--- src/smf_pkg.sv ---
// Package for the seven-bit message framer with CRC-6.
// Holds the channel payload types, framing constants and the CRC byte step.
// No dependencies.
package smf_pkg;

    localparam int unsigned MaxResults = 4;

    localparam logic [7:0] CRC_INIT   = 8'hFC;
    localparam logic [7:0] CRC_POLY   = 8'h9C;
    localparam logic [7:0] MARK_BEGIN = 8'h80;
    localparam logic [7:0] MARK_END   = 8'hC0;
    localparam logic [2:0] PEND_FULL  = 3'd6;

    typedef struct packed {
        logic [7:0] data_byte;
        logic [5:0] msg_type;
        logic       last_byte;
    } in_item_t;

    typedef struct packed {
        logic [7:0] out_byte;
        logic       run_last;
    } out_item_t;

    // Framer state between items; acc holds pend valid bits, zeros above.
    typedef struct packed {
        logic [5:0] acc;
        logic [2:0] pend;
        logic [7:0] crc;
        logic       in_msg;
    } frame_state_t;

    // Everything one item produces: next state and its line bytes.
    typedef struct packed {
        frame_state_t                    nxt;
        logic [MaxResults-1:0][7:0]      bytes;
        logic [2:0]                      count;
    } frame_result_t;

    // Feed one byte through the left-aligned CRC-6, MSB first.
    function automatic logic [7:0] crc_feed_byte(input logic [7:0] crc,
                                                 input logic [7:0] data);
        logic [7:0] c;
        c = crc ^ data;
        for (int k = 0; k < 8; k++) begin
            if (c[7]) begin
                c = {c[6:0], 1'b0} ^ CRC_POLY;
            end else begin
                c = {c[6:0], 1'b0};
            end
        end
        return c;
    endfunction

endpackage

--- src/smf_frame_calc.sv ---
// Per-item framing logic: markers, 7-bit grouping, flush and CRC update.
// Purely combinational; depends on smf_pkg.
module smf_frame_calc (
    input  smf_pkg::frame_state_t  state,
    input  smf_pkg::in_item_t      item,
    output smf_pkg::frame_result_t result
);

    smf_pkg::frame_state_t st;
    logic [13:0] comb_bits;
    logic [6:0]  leftover;
    logic        two_groups;
    logic [7:0]  crc_new;
    logic [2:0]  n;

    always_comb begin
        // Start of a message begins from clean state.
        if (state.in_msg) begin
            st = state;
        end else begin
            st.acc    = '0;
            st.pend   = '0;
            st.crc    = smf_pkg::CRC_INIT;
            st.in_msg = 1'b0;
        end
    end

    assign crc_new    = smf_pkg::crc_feed_byte(st.crc, item.data_byte);
    assign comb_bits  = ({6'b0, item.data_byte} << st.pend) | {8'b0, st.acc};
    assign two_groups = (st.pend == smf_pkg::PEND_FULL);
    assign leftover   = comb_bits[13:7];

    always_comb begin
        result = '0;
        n      = '0;
        if (!state.in_msg) begin
            result.bytes[n[1:0]] = smf_pkg::MARK_BEGIN | {2'b0, item.msg_type};
            n = n + 3'd1;
        end
        result.bytes[n[1:0]] = {1'b0, comb_bits[6:0]};
        n = n + 3'd1;
        if (two_groups) begin
            result.bytes[n[1:0]] = {1'b0, leftover};
            n = n + 3'd1;
        end
        if (item.last_byte) begin
            if (!two_groups) begin
                result.bytes[n[1:0]] = {1'b0, leftover};
                n = n + 3'd1;
            end
            result.bytes[n[1:0]] = smf_pkg::MARK_END | {2'b0, crc_new[7:2]};
            n = n + 3'd1;
            // Return to idle after the end marker.
            result.nxt.acc    = '0;
            result.nxt.pend   = '0;
            result.nxt.crc    = smf_pkg::CRC_INIT;
            result.nxt.in_msg = 1'b0;
        end else begin
            result.nxt.acc    = two_groups ? 6'b0 : leftover[5:0];
            result.nxt.pend   = two_groups ? 3'd0 : st.pend + 3'd1;
            result.nxt.crc    = crc_new;
            result.nxt.in_msg = 1'b1;
        end
        result.count = n;
    end

endmodule

--- src/seven_bit_message_framer_crc6_unit.sv ---
// Top level of the seven-bit message framer with CRC-6.
// Holds framer state and the result queue; uses smf_pkg and smf_frame_calc.
//
//   channel | direction | ports                          | payload
//   s_      | in        | s_valid, s_ready, s_payload    | smf_pkg::in_item_t
//   m_      | out       | m_valid, m_ready, m_payload    | smf_pkg::out_item_t
//
// Each item gives 1 to 4 line bytes, loaded into a four-entry shift queue in
// the cycle it is accepted and drained one byte per cycle while m_ready is
// high; an item holds the queue until its results (mostly 1 or 2) are out.
// A new item is taken in the cycle the queue's last byte transfers.
// Reset (aresetn low, synchronous) empties the queue and returns to idle.
// A stalled m_ready holds the queue and, with it, the input side.
module seven_bit_message_framer_crc6_unit (
    input  logic                aclk,
    input  logic                aresetn,
    input  logic                s_valid,
    output logic                s_ready,
    input  smf_pkg::in_item_t   s_payload,
    output logic                m_valid,
    input  logic                m_ready,
    output smf_pkg::out_item_t  m_payload
);

    smf_pkg::frame_state_t                      state_reg;
    smf_pkg::frame_result_t                     calc;
    logic [smf_pkg::MaxResults-1:0][7:0]        queue_reg;
    logic [2:0]                                 count_reg;
    logic [2:0]                                 count_next;
    logic                                       s_xfer;
    logic                                       m_xfer;

    smf_frame_calc u_calc (
        .state  (state_reg),
        .item   (s_payload),
        .result (calc)
    );

    assign m_valid            = (count_reg != 3'd0);
    assign m_xfer             = m_valid && m_ready;
    assign s_ready            = (count_reg == 3'd0) || ((count_reg == 3'd1) && m_ready);
    assign s_xfer             = s_valid && s_ready;
    assign m_payload.out_byte = queue_reg[0];
    assign m_payload.run_last = (count_reg == 3'd1);

    always_comb begin
        if (s_xfer) begin
            count_next = calc.count;
        end else if (m_xfer) begin
            count_next = count_reg - 3'd1;
        end else begin
            count_next = count_reg;
        end
    end

    always_ff @(posedge aclk) begin
        if (!aresetn) begin
            count_reg        <= '0;
            state_reg.acc    <= '0;
            state_reg.pend   <= '0;
            state_reg.crc    <= smf_pkg::CRC_INIT;
            state_reg.in_msg <= 1'b0;
        end else begin
            count_reg <= count_next;
            if (s_xfer) begin
                state_reg <= calc.nxt;
            end
        end
    end

    // Load a fresh item's bytes, or advance the queue on a transfer.
    always_ff @(posedge aclk) begin
        if (s_xfer) begin
            queue_reg <= calc.bytes;
        end else if (m_xfer) begin
            for (int i = 0; i < smf_pkg::MaxResults - 1; i++) begin
                queue_reg[i] <= queue_reg[i+1];
            end
        end
    end

endmodule

--- config.mk ---
export PLATFORM = sky130hd
export DESIGN_NAME = seven_bit_message_framer_crc6_unit
export DESIGN_NICKNAME = d
export VERILOG_FILES = /design/src/smf_pkg.sv /design/src/smf_frame_calc.sv /design/src/seven_bit_message_framer_crc6_unit.sv
export SDC_FILE = /design/constraint.sdc
export NUM_CORES = 1
export LEC_CHECK = 0
export BUFFER_PORTS_ARGS = -buffer_cell sky130_fd_sc_hd__buf_2
export CAP_MARGIN = 10
export CORE_MARGIN = 3
export CORE_UTILIZATION = 58
export DETAILED_ROUTE_END_ITERATION = 8
export MAX_ROUTING_LAYER = met4
export PLACE_DENSITY = 0.77
export SKIP_LAST_GASP = 1
export SLEW_MARGIN = 0
export SYNTH_ARGS = -nofsm -noshare
export SYNTH_HDL_FRONTEND = slang
export SYNTH_SLANG_ARGS = --single-unit
--- constraint.sdc ---
create_clock -name aclk -period 8.55 [get_ports aclk]
set_input_delay 1.2825 -clock aclk [delete_from_list [all_inputs] [get_ports aclk]]
set_output_delay 1.2825 -clock aclk [all_outputs]
set_load 0.05 [all_outputs]
# == After elaboration in Yosys (flattened, before gate mapping) ==
# Cells that the tools add are included.
# word_totals
regBits,53
elab_cells,85
in_bits,19
out_inout_bits,11
# classes
shifts,1
n_eq_ne,2
addsub,6
mux,38
n_reduce_logical,11
magnitude_cmp,8
bitwise,10
# op_table
op,count
$bwmux W32,4
$mux W32,4
$mux W8,13
$demux W8 S2,4
$mux W24,2
$mux W18,2
$not A4 Y4,8
$mux W3,7
$or A14 B6 Y14,1
$shl A8 B3 Y14,1
$add A3 B1 Y3 const B,4
$lt A2 B3 Y1 const B,3
$xor A8 B8 Y8,1
$logic_and A1 B1 Y1,7
$ge A2 B1 Y1 const B,3
$mux W6,1
$eq A3 B1 Y1 const B,1
$eq A3 B3 Y1 const B,1
$logic_not A3 Y1,1
$lt A1 B3 Y1 const B,1
$reduce_bool A3 Y1,1
$sub A3 B1 Y3 const B,1
$add A1 B1 Y2 const B,1
$reduce_bool A2 Y1,1
other kinds (3),3

# == Depth between registers and ports, before layout ==
# logic_depth
word_depth,21
ltp_mapped,14
mapped_depth_nobuf,12

# == Hierarchy ==
# A second synthesis with hierarchy kept.
# hier_totals
cells_unflattened,465
area_unflattened_um2,3976.3
# by_module_without_submodules
module,cells_per_inst,area_per_inst_um2,seq_area_each_um2,n_inst
seven_bit_message_framer_crc6_unit,228,2267.2,1381.3,1
smf_frame_calc,237,1709.1,0.0,1

# == Worst setup path before layout ==
# OpenSTA, ideal clock, no wires.
# synth_path
path_type,reg-to-reg
startpoint,register state_reg[10] (netlist bit)
endpoint,"register queue_reg[10] (netlist bit), data pin"
setup_time_ns,0.267
t_arrival_ns,2.853
path_stages_with_launch,15
synth_period_minus_slack_ns,3.120
slack_ns,5.430
t_required_ns,8.283
n_path_buf,2
cell_sequence,dfxtp_1 nand2_1 nor3_4 inv_1 clkbuf_1 ha_1 clkbuf_1 nand2_1 and2_1 inv_1 ha_1 and2_1 a311o_1 a31oi_1 a211oi_1
# synth_between
elab_chain_len,13
word_cells_on_any_way,27
classes_between,1 x add/sub; 4 x order compare; 1 x eq/ne; 1 x shift; 17 x mux; 1 x bitwise; 2 x reduce/logical
# synth_lines
element,line,rtl
start: declaration,seven_bit_message_framer_crc6_unit.sv:25,smf_pkg::frame_state_t state_reg;
start signal: assignment,seven_bit_message_framer_crc6_unit.sv:66,state_reg <= calc.nxt;
$mux W18 *,smf_frame_calc.sv:18,if (state.in_msg) begin
$eq A3 B3 Y1,smf_frame_calc.sv:30,assign two_groups = (st.pend == smf_pkg::PEND_FULL);
$mux W3,smf_frame_calc.sv:42,if (two_groups) begin
$add A3 B1 Y3 (tied with other cells),smf_frame_calc.sv:49,n = n + 3'd1;
$mux W3 / $logic_and A1 B1 Y1 (equally long branches),"smf_frame_calc.sv:47, smf_frame_calc.sv:48",
$mux W3 / $mux W8 (equally long branches),"smf_frame_calc.sv:46, smf_frame_calc.sv:48",
$lt A2 B3 Y1 (not written as such) (tied with other cells),smf_frame_calc.sv:51,"result.bytes[n[1:0]] = smf_pkg::MARK_END | {2'b0, crc_new[7:2]};"
$logic_and A1 B1 Y1 (not written as such) / $bwmux W32 (equally long branches),"smf_frame_calc.sv:51, smf_frame_calc.sv:48",
$mux W8 (not written as such) / $mux W32 (equally long branches),"smf_frame_calc.sv:51, smf_frame_calc.sv:47",
$demux W8 S2 / $mux W32 (equally long branches),-,
$bwmux W32,smf_frame_calc.sv:51,
$mux W32 *,smf_frame_calc.sv:46,if (item.last_byte) begin
$mux W24 *,seven_bit_message_framer_crc6_unit.sv:73,if (s_xfer) begin
end signal: assignment,seven_bit_message_framer_crc6_unit.sv:74,queue_reg <= calc.bytes;
end signal: indexed assignment,seven_bit_message_framer_crc6_unit.sv:77,queue_reg[i] <= queue_reg[i+1];
end: declaration,seven_bit_message_framer_crc6_unit.sv:27,logic [smf_pkg::MaxResults-1:0][7:0] queue_reg;
# Mark *: on every way between the ends. The rest lies on a longest branch, timed or not. The select of a mux whose other input is x is not followed.
# A chain may end at the register's enable or synchronous reset.

# == Worst setup path after layout ==
# Same ends and word-level chain as after synthesis.

==> results.py <==
metrics = {
    "global_route": {
        "grt_first_pass_wirelength_mm": 15.5,
        "antenna_found_initial": 0,
        "grt_max_degree": 52,
        "grt_pass1_vias": 2982,
        "grt_overflow": 0,
        "grtUsageTotal_pct": 27.2,
    },
    "drt": {
        "drtPass1Iterations": 6,
        "wirelength_mm": 9.93,
        "drt-initial-drc-count": 687,
        "via_count": 3415,
        "vias_per_cell": 6.72,
        "route.detailed.drc": 0,
        "wl_per_cell_um": 19.5,
        "ant_nets": 0,
    },
    "clocking": {
        "clk_path_buf_depth": 2,
        "cts_tree": "done",
        "cts.sinks": 51,
        "clk_pin_slew_ns": 0.10,
        "cts_setup_buffers": 0,
        "hold_buffers": 0,
        "cts-root-buf": "clkbuf_8",
        "worstSkewPairLatency_ns": 0.32,
        "cts-resized-gates": 0,
        "cts_buffers": 5,
        "htreeDepth": 2,
    },
    "synth": {
        "synth_xor_area_share_pct": 9.80,
        "synth_top_area_share_pct": 25.1,
        "async_reset_ff_share_pct": 0,
        "yosys.area_share.simple_pct": 17.1,
        "synth_top_family_by_area": "compound AO/OA/AOI/OAI gates",
        "syn_area_um2": 3830,
        "synth-edff-count": 32,
        "synth-warning-count": 0,
        "muxShareOfSynthArea_pct": 4.71,
        "synth_area_leaders": "edfxtp_1 (25%), dfxtp_1 (9.9%), nand2_1 (6.4%), o21ai_0 (4.1%), xnor2_1 (3.9%)",
        "ys_types": 69,
        "synth_compound_area_share_pct": 23.1,
        "yosys-top-cells-count": "nand2_1 (65), edfxtp_1 (32), o21ai_0 (31)",
        "netlist_instances": 434,
        "synth-seq-area-share_pct": 35.0,
        "syn_nets": 464,
        "avgSynthCellArea_um2": 8.82,
        "ys_seq_elements": 51,
        "yosys.cell_count.top_type": "nand2_1",
        "synth-main-ff-cell": "edfxtp_1",
        "synth_adder_area_share_pct": 3.59,
        "yosys.area.top_type": "edfxtp_1",
    },
    "sta": {
        "maxSlewViolCount": 0,
        "slew-limit-headroom_pct": 28.3,
        "tightest_slew_ns": 1.07,
        "post-route-min-period_ns": 4.01,
        "finalClockSkew_ns": 0.00943,
        "setup_viol": 0,
        "max_clock_freq_mhz": 249,
        "finalSetupTns_ns": 0,
        "period_share_pct": 46.9,
        "hold_violations": 0,
        "rsz0062_at_grt": "false",
    },
    "min_path": {
        "min-delay-start": "state_reg[17]",
        "hold_class": "flip-flop to flip-flop",
        "hold_depth": 2,
    },
    "setup_path": {
        "cpMaxStageDelayCell": "dfxtp_1",
        "cp-startpoint": "state_reg[10]",
        "worstPathRequired_ns": 8.62,
        "cpPeakStageDelay_ns": 0.80,
        "crit_fanout": 23,
        "r2r_cells": 12,
        "start_kind": "flip-flop",
        "cp.arrival_ns": 4.08,
        "worstSetupEndpointType": "flip-flop",
        "path_cells": "nand2_1 > nor3_4 > inv_1 > ha_1 > nand2_1 > and2_1 > inv_1 > ha_1 > and2_1 > a311o_1 > a31oi_1 > a211oi_1",
        "reg2reg_from": "state_reg[10]",
        "crit_type": "flip-flop to flip-flop",
    },
    "pwr": {
        "combPwrFrac_pct": 52.1,
        "power_frac_seq_pct": 34.0,
        "power_frac_clock_pct": 13.9,
        "power_leakage_nw": 1.46,
        "p_int_mw": 0.695,
        "power.total_mw": 1.28,
        "vdd_drop_max_mv": 0.390,
        "power_density_nw_per_um2": 321,
        "swShare_pct": 45.8,
        "power.switching_mw": 0.587,
    },
    "floorplanning": {
        "die_y_um": 87.2,
        "io_pins": 30,
        "die_w_um": 87.2,
        "start_util_pct": 62.1,
        "coreArea_um2": 6170,
        "rows": 28,
        "dieArea_um2": 7610,
    },
    "cells_and_area": {
        "nets": 462,
        "fin_cells": 508,
        "area_growth_pct": 4.38,
        "diodes": 0,
        "design_area_um2": 4000,
        "drive_gt1_share_pct": 12.9,
        "largest_register_ffs": 24,
        "fin_util_pct": 64.8,
    },
    "placed_design": {
        "dpl.hpwl_mm": 6.98,
        "placed_area_um2": 3880,
        "gp_congestion": 1.03,
        "port_buffers": 29,
        "dp_cells": 500,
    },
    "run_status": {
        "status": "complete, no violations",
    },
    "run": {
        "maxCapViolCount": 0,
    },
}
## area by class of cell
type | instances | area, um2
Multi-Input combinational cell | 329 | 2230
Fill cell | 496 | 2170
Sequential cell | 51 | 1340
Timing Repair Buffer | 31 | 160
Tap cell | 75 | 93.8
Clock buffer | 5 | 68.8
Inverter | 14 | 52.6
Clock inverter | 3 | 46.3
## path summary, 6_finish.rpt
check / to / slack (ns)
setup / recovery: queue_reg[10] / 4.54
hold / removal: state_reg[17] / 0.48
setup reg to reg: queue_reg[10] / 4.54
hold reg to reg: state_reg[17] / 0.48
## logic make-up after synthesis
logic type / after synthesis
AND/OR/NAND/NOR: 141
XOR/XNOR: 33
flip-flops: 51
AO/OA/AOI/OAI: 130
adder cells (fa/ha/maj): 11
buffers and inverters: 54
multiplexers: 14
## routing by layer
metal | part of all wire, % | track usage, % | wire length (um) | vias up
met3 | 10 | 4.16 | 1020 | 45
li1 | - | - | - | 1567
met2 | 45 | 39.1 | 4470 | 228
met4 | 3.9 | 10.3 | 391 | 0
met5 | 0 | - | 0 | -
met1 | 41 | 38.6 | 4050 | 1575
## per-stage QoR
step,hold WS [ns],setup WS [ns]
5_1_grt,0.509,4.24
4_1_cts,0.477,4.64
3_3_place_gp,0.455,4.37
2_1_floorplan,0.441,5.43
6_report,0.481,4.54
3_5_place_dp,0.462,4.40
## worst max-delay path, delay by kind of cell, from the launching register on
family                   cells  cell delay (ns)
buffers and inverters        2             0.39
flip-flops                   1             0.80
AO/OA/AOI/OAI                3             0.55
adder cells (fa/ha/maj)      2             0.68
AND/OR/NAND/NOR              5             1.32
## cells in the final DEF (no fill, tap or decap), types with 4 or more instances in the layout
master / instances
inv_1: 11
xor2_1: 10
a21oi_1: 21
nand2_1: 65
nor3_1: 7
a31oi_1: 6
a22oi_1: 10
a32oi_1: 4
and2_1: 5
edfxtp_1: 32
o22ai_1: 8
o21ai_0: 31
nor2b_1: 9
nor2_1: 28
o211ai_1: 4
ha_1: 11
mux2i_1: 9
xnor2_1: 17
a2bb2oi_1: 4
buf_2: 29
nand3_1: 8
a211oi_1: 5
dfxtp_1: 19
clkbuf_8: 5
## power by group through the flow
stage	Combinational (mW)	Clock, mW	Sequential, mW
2_1_floorplan	0.550	0	0.425
3_3_place_gp	0.655	0	0.439
3_5_place_dp	0.658	0	0.441
4_1_cts	0.662	0.178	0.436
5_1_grt	0.722	0.187	0.444
6_report	0.667	0.178	0.436
Note: power is estimated with default switching activity, not from simulation.
